--- config.mk ---
export PLATFORM = sky130hd
export DESIGN_NAME = c_style_token_scanner
export DESIGN_NICKNAME = d
export VERILOG_FILES = /design/src/rtl/core/cts_pkg.sv /design/src/rtl/core/c_style_token_scanner.sv /design/src/rtl/core/cts_rqueue.sv
export VERILOG_INCLUDE_DIRS = /design/src /design/src/rtl/core
export SDC_FILE = /design/constraint.sdc
export NUM_CORES = 2
export LEC_CHECK = 0
export BUFFER_PORTS_ARGS = -buffer_cell sky130_fd_sc_hd__buf_4
export CAP_MARGIN = 40
export CORE_MARGIN = 2
export CORE_UTILIZATION = 55
export CTS_BUF_LIST = sky130_fd_sc_hd__clkbuf_2
export CTS_CLUSTER_SIZE = 30
export DETAILED_ROUTE_END_ITERATION = 8
export MAX_ROUTING_LAYER = met4
export PLACE_DENSITY = 0.73
export SETUP_SLACK_MARGIN = 0.1
export SLEW_MARGIN = 5
export SYNTH_ARGS = -nofsm -noshare
export SYNTH_HDL_FRONTEND = slang
export SYNTH_SLANG_ARGS = --single-unit
--- constraint.sdc ---
create_clock -name clk -period 13.6 [get_ports clk]
set_input_delay 1.36 -clock clk [delete_from_list [all_inputs] [get_ports clk]]
set_output_delay 1.36 -clock clk [all_outputs]
set_load 0.005 [all_outputs]
--- src/rtl/core/c_style_token_scanner_assert.svh ---
// assertion macros for the token scanner
`ifndef C_STYLE_TOKEN_SCANNER_ASSERT_SVH
`define C_STYLE_TOKEN_SCANNER_ASSERT_SVH

// same-cycle implication, sampled on clk, off during rst
`define CTS_ASSERT_IMP(lbl, ante, cons, msg) \
  lbl: assert property (@(posedge clk) disable iff (rst) (ante) |-> (cons)) else $error(msg);

// next-cycle implication, sampled on clk, off during rst
`define CTS_ASSERT_NEXT(lbl, ante, cons, msg) \
  lbl: assert property (@(posedge clk) disable iff (rst) (ante) |=> (cons)) else $error(msg);

`endif

--- src/rtl/core/cts_pkg.sv ---
// types, constants and helper functions for the token scanner
`default_nettype none

package cts_pkg;

  localparam int LINE_BITS_DEF   = 20;
  localparam int OFFSET_BITS_DEF = 24;
  localparam int COL_BITS        = 16;
  localparam int LEN_BITS        = 24;
  localparam int KIND_BITS       = 4;
  localparam int MAX_RESULTS     = 3;
  localparam int QUEUE_DEPTH     = 4;

  typedef enum logic [KIND_BITS-1:0] {
    KIND_SPACE    = 4'd0,
    KIND_IDENT    = 4'd1,
    KIND_OTHER    = 4'd2,
    KIND_NEWLINE  = 4'd3,
    KIND_LINECMT  = 4'd4,
    KIND_BLOCKCMT = 4'd5,
    KIND_DQ       = 4'd6,
    KIND_SQ       = 4'd7,
    KIND_EOF      = 4'd8,
    KIND_NONE     = 4'd15
  } kind_t;

  localparam logic [7:0] CH_SLASH  = 8'h2f;
  localparam logic [7:0] CH_STAR   = 8'h2a;
  localparam logic [7:0] CH_DQUOTE = 8'h22;
  localparam logic [7:0] CH_SQUOTE = 8'h27;
  localparam logic [7:0] CH_BSLASH = 8'h5c;
  localparam logic [7:0] CH_LF     = 8'h0a;
  localparam logic [7:0] CH_CR     = 8'h0d;
  localparam logic [7:0] CH_TAB    = 8'h09;
  localparam logic [7:0] CH_SPACE  = 8'h20;
  localparam logic [7:0] CH_USCORE = 8'h5f;
  localparam logic [7:0] CH_LOW_A  = 8'h61;
  localparam logic [7:0] CH_LOW_Z  = 8'h7a;
  localparam logic [7:0] CH_UP_A   = 8'h41;
  localparam logic [7:0] CH_UP_Z   = 8'h5a;
  localparam logic [7:0] CH_DIG_0  = 8'h30;
  localparam logic [7:0] CH_DIG_9  = 8'h39;

  function automatic logic is_ident(input logic [7:0] c);
    return c[7] || (c >= CH_LOW_A && c <= CH_LOW_Z) || (c >= CH_UP_A && c <= CH_UP_Z) ||
           (c >= CH_DIG_0 && c <= CH_DIG_9) || (c == CH_USCORE);
  endfunction

  function automatic logic is_blank(input logic [7:0] c);
    return (c == CH_SPACE) || (c == CH_TAB);
  endfunction

endpackage

`default_nettype wire

--- src/rtl/core/c_style_token_scanner.sv ---
// c-style token scanner top level: scan state, token decisions and result queue
//
// Input channel (in_valid/in_ready) takes one source byte per transaction in
// char_code; a zero byte or end_marker = 1 ends the text. Output channel
// (out_valid/out_ready) gives one token per transaction: kind, start line,
// column, offset, length, unclosed flag, and last_of_run on the final token
// caused by an input byte. One byte of lookahead is held, so a token comes out
// when the second byte after it arrives, or at the end of the text, which
// flushes the open token and adds an end-of-file token. After that every
// byte is taken and ignored until reset.
// All decisions for a byte are made in the cycle it is accepted; its tokens
// are written to a 4-entry queue and shown once earlier tokens have gone.
// One byte per cycle is accepted as long as the queue holds at most one token;
// a byte that ends the text can write three tokens, so in_ready drops while
// the queue drains one token per cycle as the receiver takes them.
// When the receiver stalls, in_ready falls as soon as two tokens wait in the
// queue. Reset (rst, synchronous) empties the queue and restarts at line 1.
`default_nettype none

module c_style_token_scanner #(
  parameter int LINE_BITS   = cts_pkg::LINE_BITS_DEF,
  parameter int OFFSET_BITS = cts_pkg::OFFSET_BITS_DEF
) (
  input  logic                         clk,
  input  logic                         rst,
  input  logic                         in_valid,
  output logic                         in_ready,
  input  logic [7:0]                   char_code,
  input  logic                         end_marker,
  output logic                         out_valid,
  input  logic                         out_ready,
  output logic [cts_pkg::KIND_BITS-1:0] token_kind,
  output logic [LINE_BITS-1:0]         start_line,
  output logic [cts_pkg::COL_BITS-1:0] start_column,
  output logic [OFFSET_BITS-1:0]       start_offset,
  output logic [cts_pkg::LEN_BITS-1:0] token_length,
  output logic                         unclosed,
  output logic                         last_of_run
);

  import cts_pkg::*;

  localparam int LW = (OFFSET_BITS > LEN_BITS) ? OFFSET_BITS : LEN_BITS;
  localparam logic [LEN_BITS-1:0] LEN_MAX = '1;

  typedef struct packed {
    logic [KIND_BITS-1:0]   kind;
    logic [LINE_BITS-1:0]   line;
    logic [COL_BITS-1:0]    col;
    logic [OFFSET_BITS-1:0] off;
    logic [LEN_BITS-1:0]    len;
    logic                   open;
    logic                   last;
  } res_t;

  localparam int RW = $bits(res_t);

  function automatic logic [LEN_BITS-1:0] tok_len(input logic [OFFSET_BITS-1:0] e,
                                                  input logic [OFFSET_BITS-1:0] s);
    logic [LW-1:0] d;
    d = (e >= s) ? LW'(e - s) : '0;
    return (d > LW'(LEN_MAX)) ? LEN_MAX : d[LEN_BITS-1:0];
  endfunction

  // scan state
  kind_t                  mode, mode_next;
  logic [7:0]             la_byte, la_byte_next;
  logic                   la_valid, la_valid_next;
  logic [LINE_BITS-1:0]   line, line_next;
  logic [COL_BITS-1:0]    col, col_next;
  logic [LINE_BITS-1:0]   tok_line, tok_line_next;
  logic [COL_BITS-1:0]    tok_col, tok_col_next;
  logic [OFFSET_BITS-1:0] tok_off, tok_off_next;
  logic [OFFSET_BITS-1:0] byte_off, byte_off_next;
  logic                   done, done_next;
  logic                   closed, closed_next;
  logic                   skip, skip_next;

  logic                   accept;
  logic                   step_end;
  logic [7:0]             c;
  logic [7:0]             nb;
  logic [7:0]             quote;
  logic                   restart;
  res_t                   r0, r1, r2;
  logic [2:0]             lanes;
  logic [2:0]             push;
  logic [2:0][RW-1:0]     push_data;
  logic [RW-1:0]          q_data;
  res_t                   q;

  assign accept   = in_valid && in_ready;
  assign step_end = end_marker || (char_code == '0);
  assign c        = la_byte;
  assign nb       = step_end ? '0 : char_code;

  always_comb begin
    mode_next     = mode;
    la_byte_next  = la_byte;
    la_valid_next = la_valid;
    line_next     = line;
    col_next      = col;
    tok_line_next = tok_line;
    tok_col_next  = tok_col;
    tok_off_next  = tok_off;
    byte_off_next = byte_off;
    done_next     = done;
    closed_next   = closed;
    skip_next     = skip;
    restart       = 1'b0;
    quote         = (mode == KIND_DQ) ? CH_DQUOTE : CH_SQUOTE;
    lanes         = '0;
    r0            = '0;
    r1            = '0;
    r2            = '0;

    // consume the lookahead byte
    if (!done && la_valid) begin
      col_next = (col != '1) ? col + 1'b1 : col;
      if (c == CH_LF) begin
        line_next = (line != '1) ? line + 1'b1 : line;
        col_next  = '0;
      end
      if (skip) begin
        skip_next = 1'b0;
      end else begin
        if (mode == KIND_NONE || closed) begin
          restart = 1'b1;
        end else begin
          unique case (mode)
            KIND_SPACE:   restart = !is_blank(c);
            KIND_IDENT:   restart = !is_ident(c);
            KIND_LINECMT: restart = (c == CH_CR) || (c == CH_LF);
            KIND_BLOCKCMT: begin
              if (c == CH_STAR && nb == CH_SLASH) begin
                closed_next = 1'b1;
                skip_next   = 1'b1;
              end
            end
            KIND_DQ, KIND_SQ: begin
              if (c == CH_BSLASH && nb == quote) begin
                skip_next = 1'b1;
              end else if (c == quote) begin
                closed_next = 1'b1;
              end
            end
            default:      restart = 1'b1;
          endcase
        end
        if (restart) begin
          if (mode != KIND_NONE) begin
            lanes[0]      = 1'b1;
            r0.kind       = mode;
            r0.line       = tok_line;
            r0.col        = tok_col;
            r0.off        = tok_off;
            r0.len        = tok_len(byte_off, tok_off);
            r0.open       = 1'b0;
            r0.last       = !step_end;
            tok_line_next = line_next;
            tok_col_next  = col_next;
          end
          tok_off_next = byte_off;
          closed_next  = 1'b0;
          priority if (c == CH_SLASH && nb == CH_SLASH) begin
            mode_next = KIND_LINECMT;
            skip_next = 1'b1;
          end else if (c == CH_SLASH && nb == CH_STAR) begin
            mode_next = KIND_BLOCKCMT;
            skip_next = 1'b1;
          end else if (c == CH_DQUOTE) begin
            mode_next = KIND_DQ;
          end else if (c == CH_SQUOTE) begin
            mode_next = KIND_SQ;
          end else if (is_blank(c)) begin
            mode_next = KIND_SPACE;
          end else if (is_ident(c)) begin
            mode_next = KIND_IDENT;
          end else if (c == CH_LF) begin
            mode_next   = KIND_NEWLINE;
            closed_next = 1'b1;
          end else if (c == CH_CR && nb == CH_LF) begin
            mode_next   = KIND_NEWLINE;
            closed_next = 1'b1;
            skip_next   = 1'b1;
          end else begin
            mode_next   = KIND_OTHER;
            closed_next = 1'b1;
          end
        end
      end
      byte_off_next = (byte_off != '1) ? byte_off + 1'b1 : byte_off;
    end

    // end of text: flush the open token, then end-of-file
    if (!done) begin
      if (step_end) begin
        if (mode_next != KIND_NONE) begin
          lanes[1] = 1'b1;
          r1.kind  = mode_next;
          r1.line  = tok_line_next;
          r1.col   = tok_col_next;
          r1.off   = tok_off_next;
          r1.len   = tok_len(byte_off_next, tok_off_next);
          r1.open  = !closed_next && (mode_next == KIND_BLOCKCMT ||
                     mode_next == KIND_DQ || mode_next == KIND_SQ);
          r1.last  = 1'b0;
        end
        lanes[2]      = 1'b1;
        r2.kind       = KIND_EOF;
        r2.line       = line_next;
        r2.col        = '0;
        r2.off        = byte_off_next;
        r2.len        = '0;
        r2.open       = 1'b0;
        r2.last       = 1'b1;
        mode_next     = KIND_NONE;
        closed_next   = 1'b0;
        skip_next     = 1'b0;
        la_valid_next = 1'b0;
        done_next     = 1'b1;
      end else begin
        la_byte_next  = char_code;
        la_valid_next = 1'b1;
      end
    end
  end

  always_ff @(posedge clk) begin
    if (rst) begin
      mode     <= KIND_NONE;
      la_byte  <= '0;
      la_valid <= 1'b0;
      line     <= LINE_BITS'(1);
      col      <= '0;
      tok_line <= LINE_BITS'(1);
      tok_col  <= COL_BITS'(1);
      tok_off  <= '0;
      byte_off <= '0;
      done     <= 1'b0;
      closed   <= 1'b0;
      skip     <= 1'b0;
    end else if (accept) begin
      mode     <= mode_next;
      la_byte  <= la_byte_next;
      la_valid <= la_valid_next;
      line     <= line_next;
      col      <= col_next;
      tok_line <= tok_line_next;
      tok_col  <= tok_col_next;
      tok_off  <= tok_off_next;
      byte_off <= byte_off_next;
      done     <= done_next;
      closed   <= closed_next;
      skip     <= skip_next;
    end
  end

  assign push         = accept ? lanes : 3'b000;
  assign push_data[0] = r0;
  assign push_data[1] = r1;
  assign push_data[2] = r2;

  cts_rqueue #(
    .W     (RW),
    .DEPTH (QUEUE_DEPTH),
    .LANES (MAX_RESULTS)
  ) u_rqueue (
    .clk       (clk),
    .rst       (rst),
    .push      (push),
    .push_data (push_data),
    .space     (in_ready),
    .out_valid (out_valid),
    .out_ready (out_ready),
    .out_data  (q_data)
  );

  assign q            = res_t'(q_data);
  assign token_kind   = q.kind;
  assign start_line   = q.line;
  assign start_column = q.col;
  assign start_offset = q.off;
  assign token_length = q.len;
  assign unclosed     = q.open;
  assign last_of_run  = q.last;

  `include "c_style_token_scanner_assert.svh"

  `CTS_ASSERT_IMP(a_quiet_after_end, done, push == 3'b000, "token written after end of text")
  `CTS_ASSERT_NEXT(a_end_closes, accept && step_end, done, "end of text did not close stream")
  `CTS_ASSERT_IMP(a_stall_has_backlog, !in_ready, out_valid, "input stalled with empty queue")

endmodule

`default_nettype wire

--- src/rtl/core/cts_rqueue.sv ---
// result queue: up to LANES writes per cycle in lane order, one read per cycle while out_ready is high
`default_nettype none

module cts_rqueue #(
  parameter int W     = 8,
  parameter int DEPTH = 4,
  parameter int LANES = 3
) (
  input  logic                      clk,
  input  logic                      rst,
  input  logic [LANES-1:0]          push,
  input  logic [LANES-1:0][W-1:0]   push_data,
  output logic                      space,
  output logic                      out_valid,
  input  logic                      out_ready,
  output logic [W-1:0]              out_data
);

  // depth is a power of two so the pointers wrap naturally
  localparam int PW = $clog2(DEPTH);
  localparam int CW = $clog2(DEPTH + 1);

  logic [W-1:0]  mem [DEPTH];
  logic [PW-1:0] wr_ptr;
  logic [PW-1:0] rd_ptr;
  logic [CW-1:0] count;
  logic [CW-1:0] count_next;
  logic [CW-1:0] n_push;
  logic [PW-1:0] lane_pos [LANES];
  logic          pop;

  always_comb begin
    n_push = '0;
    for (int i = 0; i < LANES; i++) begin
      lane_pos[i] = wr_ptr + PW'(n_push);
      n_push      = n_push + CW'(push[i]);
    end
  end

  assign out_valid  = (count != '0);
  assign out_data   = mem[rd_ptr];
  assign pop        = out_valid && out_ready;
  assign space      = (count <= CW'(DEPTH - LANES));
  assign count_next = count + n_push - CW'(pop);

  always_ff @(posedge clk) begin
    if (rst) begin
      wr_ptr <= '0;
      rd_ptr <= '0;
      count  <= '0;
    end else begin
      wr_ptr <= wr_ptr + PW'(n_push);
      rd_ptr <= rd_ptr + PW'(pop);
      count  <= count_next;
    end
  end

  always_ff @(posedge clk) begin
    for (int i = 0; i < LANES; i++) begin
      if (push[i]) begin
        mem[lane_pos[i]] <= push_data[i];
      end
    end
  end

endmodule

`default_nettype wire
==> metrics.md <==
| Metric | Value |
|---|---|
| H-Tree Depth | 4 |
| CP endpoint kind | register |
| Antenna Violating Nets Remaining | 0 |
| Clk root buf | sky130_fd_sc_hd__clkbuf_2 |
| TritonCTS clock tree | done |
| Highest Clock Rate | 172 MHz |
| Yosys warnings | 0 |
| Global Route Usage Sum | a little over a third |
| Number of design rule violations left after detail routing | 0 |
| Total congestion overflow after global routing | 0 |
| Most frequent cells in the layout | sky130_fd_sc_hd__nor2_1, sky130_fd_sc_hd__nand2_1, sky130_fd_sc_hd__a21oi_1, sky130_fd_sc_hd__dfxtp_1, sky130_fd_sc_hd__o21ai_0 |
| Reg-to-reg setup timing slack | 7.77 ns |
| Number of clock buffers inserted by TritonCTS | 136 |
| Final period demand of the worst path | 5.83 ns |
| Final clock skew | roughly 0.11 ns |
| Endpoint of the worst hold path | c[4]$_SDFFE_PP0P_ |
| Final wirelength | around 100,000 um |
| Later-pin clock latency in the skew report | 1.41 ns |
| Final total power | 5.26 mW |
| Sequential fraction of design power | about two fifths |
| Outcome | completed |
| Post-Synthesis Net Count | around 4,000 |
| Post-cts repair resize count | 0 |
| Power density over the cells | 155 mW/mm^2 |
| Nets | roughly 3,900 |
| Most common cell after layout, fill and taps aside | sky130_fd_sc_hd__nor2_1 |
| Hold buffer count at cts | 0 |
| Critical setup path kind | reg -> reg |
| Proportion of total power due to net switching | 37.9% |
| Design internal power | 3.26 mW |
| Gate count after technology mapping | ~3,900 |
| Chip height | ~240 um |
| Final non-filler cell area | 0.0338 sq mm |
| Post-detailed-placement half-perimeter wirelength | 66,700 um |
| Number of inserted filler cells in the final layout | 4,953 |
| Register clock-pin slew on the reported worst setup and hold paths | 0.11 ns |
| Row count | 86 |
| Number of global-route vias before repair | 27,400 |
| Post-synthesis sequential area ratio | 38.5% |
| Sink count of the clock tree | 503 |
| Slew Viols, Final | 0 |
| Slowest cell on crit path | sky130_fd_sc_hd__nor2_4 |
| Starting density of the core | between 50 and 60% |
| Final period utilization | 42.8% |
| Maximum ir drop on the vdd rail | around 0.090 mV |
| Worst path arrival time | 7.12 ns |
| Die area | 0.0582 sq mm |
| Pre-CTS setup slack | 7.91 ns |
| Fin. Hold Viols | 0 |
| Total iterations of the first detailed-routing run | 6 |
| Async S/R FF share, synth | 0% |
| Synthesized area | roughly 0.031 sq mm |
| EDFF count, synth | 184 |
| RR Startpoint | byte_off[1]$_SDFFE_PP0P_ |
| Actual transition at the worst max-transition pin | 0.986 ns |
| Pin count of the biggest net entering global routing | 89 |
| Post-CTS Setup Repair Bufs | 0 |
| P_leak | 12.2 nW |
| Combinational cell fraction of total power | 38.3% |
| Layout area overhead | 9.26% |
| RePlAce Congestion | 1.09 |
| Number of top-level pins | roughly 110 |
| Storage element area | between 0.01 and 0.015 sq mm |
| CTS max path bufs | 3 |
| Final setup violation count | 0 |
| Maximum single-stage delay on the critical path | 0.72 ns |
| Wirelength per Cell | 21.6 um |
| Avg Vias per Cell | around 6.3 |
| Count of placed standard cells including taps | 4,470 |
| Post-route worst setup slack | around 7.8 ns |
| Yosys reg bits | 503 |
| Rel. slew slack | 34.3% |
| Switching power | 1.99 mW |
| Area share of the leading cell type in the synthesized netlist | 20.6% |
| Unique masters post-synth | 80 |
| Maximum fanout encountered on the critical timing path | 29 |
| Required @ worst endpoint | around 15 ns |
| Setup repair after global routing missed its margin | false |
| Capture instance of the worst register-to-register path | u_rqueue.mem[2][22]$_SDFFE_PP0P_ |
| Placeable Area | 0.0554 sq mm |
| Placement Cell Area | ~0.032 sq mm |
| Cell taking the most area after synthesis | sky130_fd_sc_hd__dfxtp_1 |
| Area contributors post-synth | sky130_fd_sc_hd__dfxtp_1, sky130_fd_sc_hd__edfxtp_1, sky130_fd_sc_hd__nor2_1, sky130_fd_sc_hd__a21oi_1, sky130_fd_sc_hd__mux4_2 |
| Total via count after detailed routing | just under 30,000 |
| Number of cells in the finished layout apart from fillers | 4,722 |
| Crit start category | register |
| Primary FF master, synth | sky130_fd_sc_hd__dfxtp_1 |
| Synthesized area per cell | 8.01 sq um |
| Crit-path cells | ha_1 -> nand4_1 -> nor3_1 -> a21oi_1 -> buf_4 -> nand2_1 -> nor2_1 -> and3_1 -> and3_1 -> xor2_1 -> ha_1 -> a21oi_1 -> o21ai_0 -> a21oi_1 -> o21ai_0 -> a21oi_1 -> o31ai_1 -> a21oi_1 -> nor2_4 -> nand3b_1 -> a211oi_1 |
| Setup TNS after final layout | 0 ns |
| Width of the die | 241 um |
| Ratio of cells with drive above 1 in the final layout | 13.8% |
| First-pass GRT wire length | 157,000 um |
| Initial antenna violation count | 2 |
| Maxcap violations | 0 |
| Area of combinational cells with multiple inputs | 0.0177 sq mm |
| Count of port buffers added during placement | roughly 100 |
| DRC marker count from the first detailed-route iteration | 3,812 |
| HP Class | in -> reg |
| CP most frequent cell | sky130_fd_sc_hd__a21oi_1 |
| Number of cells traversed by the worst hold path | 3 |
| Clock group share of total power | between 20% and 30% |
| Worst-case reg-to-reg path depth | 21 |
| Origin of the worst min-delay path | char_code[4] |
power by group through the flow:
stage	clock [mW]	sequential, mW	combinational, mW
floorplan	0	1.97	1.29
global placement	0	2.07	1.90
detailed placement	0	2.04	1.98
CTS	1.24	2.01	1.99
global route	1.31	2.04	2.17
finish	1.23	2.02	2.02
critical path, delay by kind of cell (launching register included):
kind,cells,cell delay (ns)
AND/OR/NAND/NOR,8,2.71
AO/OA/AOI/OAI,9,1.34
adder cells (fa/ha/maj),2,0.81
flip-flops,1,0.50
buffers and inverters,1,0.22
XOR/XNOR,1,0.17
cells in the mapped netlist (all sizes together), types with 54 or more instances:
master and count:
a211oi 188, a21oi 459, clkbuf 277, dfxtp 319, edfxtp 184, ha 54
inv 63, mux4 90, nand2 510, nand3 77, nor2 655, nor3 94
o21ai 278, xnor2 81, xor2 67
kinds of logic (layout without fill, tap and decap cells):
logic type                 after synthesis  after routing  synth area share [%]
and+or+nand+nor                       1521           1521                  20.9
AOI/OAI and AO/OA                     1131           1131                  21.7
DFF                                    503            503                  38.5
buffers and inverters                  387            488                  4.76
xor gates and xnor gates               148            148                  4.19
muxes                                  116            116                  7.45
adders and majority gates               60             60                  2.51
other                                    0              7                     0
how the worst max path moves through the flow:
stage / from / endpoint / slack [ns] / cells past startpoint
finish: byte_off[1]$_SDFFE_PP0P_ / u_rqueue.mem[2][22]$_SDFFE_PP0P_ / 7.77 / 21
global route: byte_off[1]$_SDFFE_PP0P_ / u_rqueue.mem[2][15]$_SDFFE_PP0P_ / 7.11 / 21
CTS: byte_off[1]$_SDFFE_PP0P_ / u_rqueue.mem[2][15]$_SDFFE_PP0P_ / 7.92 / 21
detailed placement: char_code[7] / u_rqueue.mem[3][69]$_DFFE_PP_ / 7.91 / 15
global placement: char_code[7] / u_rqueue.mem[1][29]$_DFFE_PP_ / 7.51 / 14
floorplan: done$_SDFFE_PP0P_ / u_rqueue.mem[1][0]$_DFFE_PP_ / 7.56 / 18
flip-flops by register name, indices dropped and copies added, names as in the netlist, 2 cells and up:
signal,count
u_rqueue.wr_ptr,2
tok_line,20
u_rqueue.mem,360
u_rqueue.count,3
tok_off,24
mode,4
byte_off,24
c,8
tok_col,16
line,20
u_rqueue.rd_ptr,2
col,16
cell type report:
class | instances | share of cell area, %
diodes | 7 | 0.0518
clock buffers | 203 | 3.00
clock inverters | 41 | 1.12
inverters | 63 | 0.699
multi-input cells | 2976 | 52.4
flip-flops and latches | 503 | 35.2
well taps | 748 | 2.77
repair buffers | 181 | 4.77
stage by stage:
stage | hold WS (ns) | util [%]
6_report | 0.214 | 61.0
5_1_grt | 0.184 | 61.0
4_1_cts | 0.115 | 61.0
3_5_place_dp | 0.452 | 58.5
3_3_place_gp | 0.445 | 57.8
2_1_floorplan | 0.436 | -
layer usage:
metal | routed length (um) | share of wire, % | track usage, %
met2 | 44900 | 44 | 53.2
met1 | 42500 | 42 | 48.2
met5 | 0 | 0 | -
met4 | 4050 | 4.0 | 15.7
met3 | 10700 | 10 | 7.81
No activity file was read; power rests on OpenSTA's default activity.
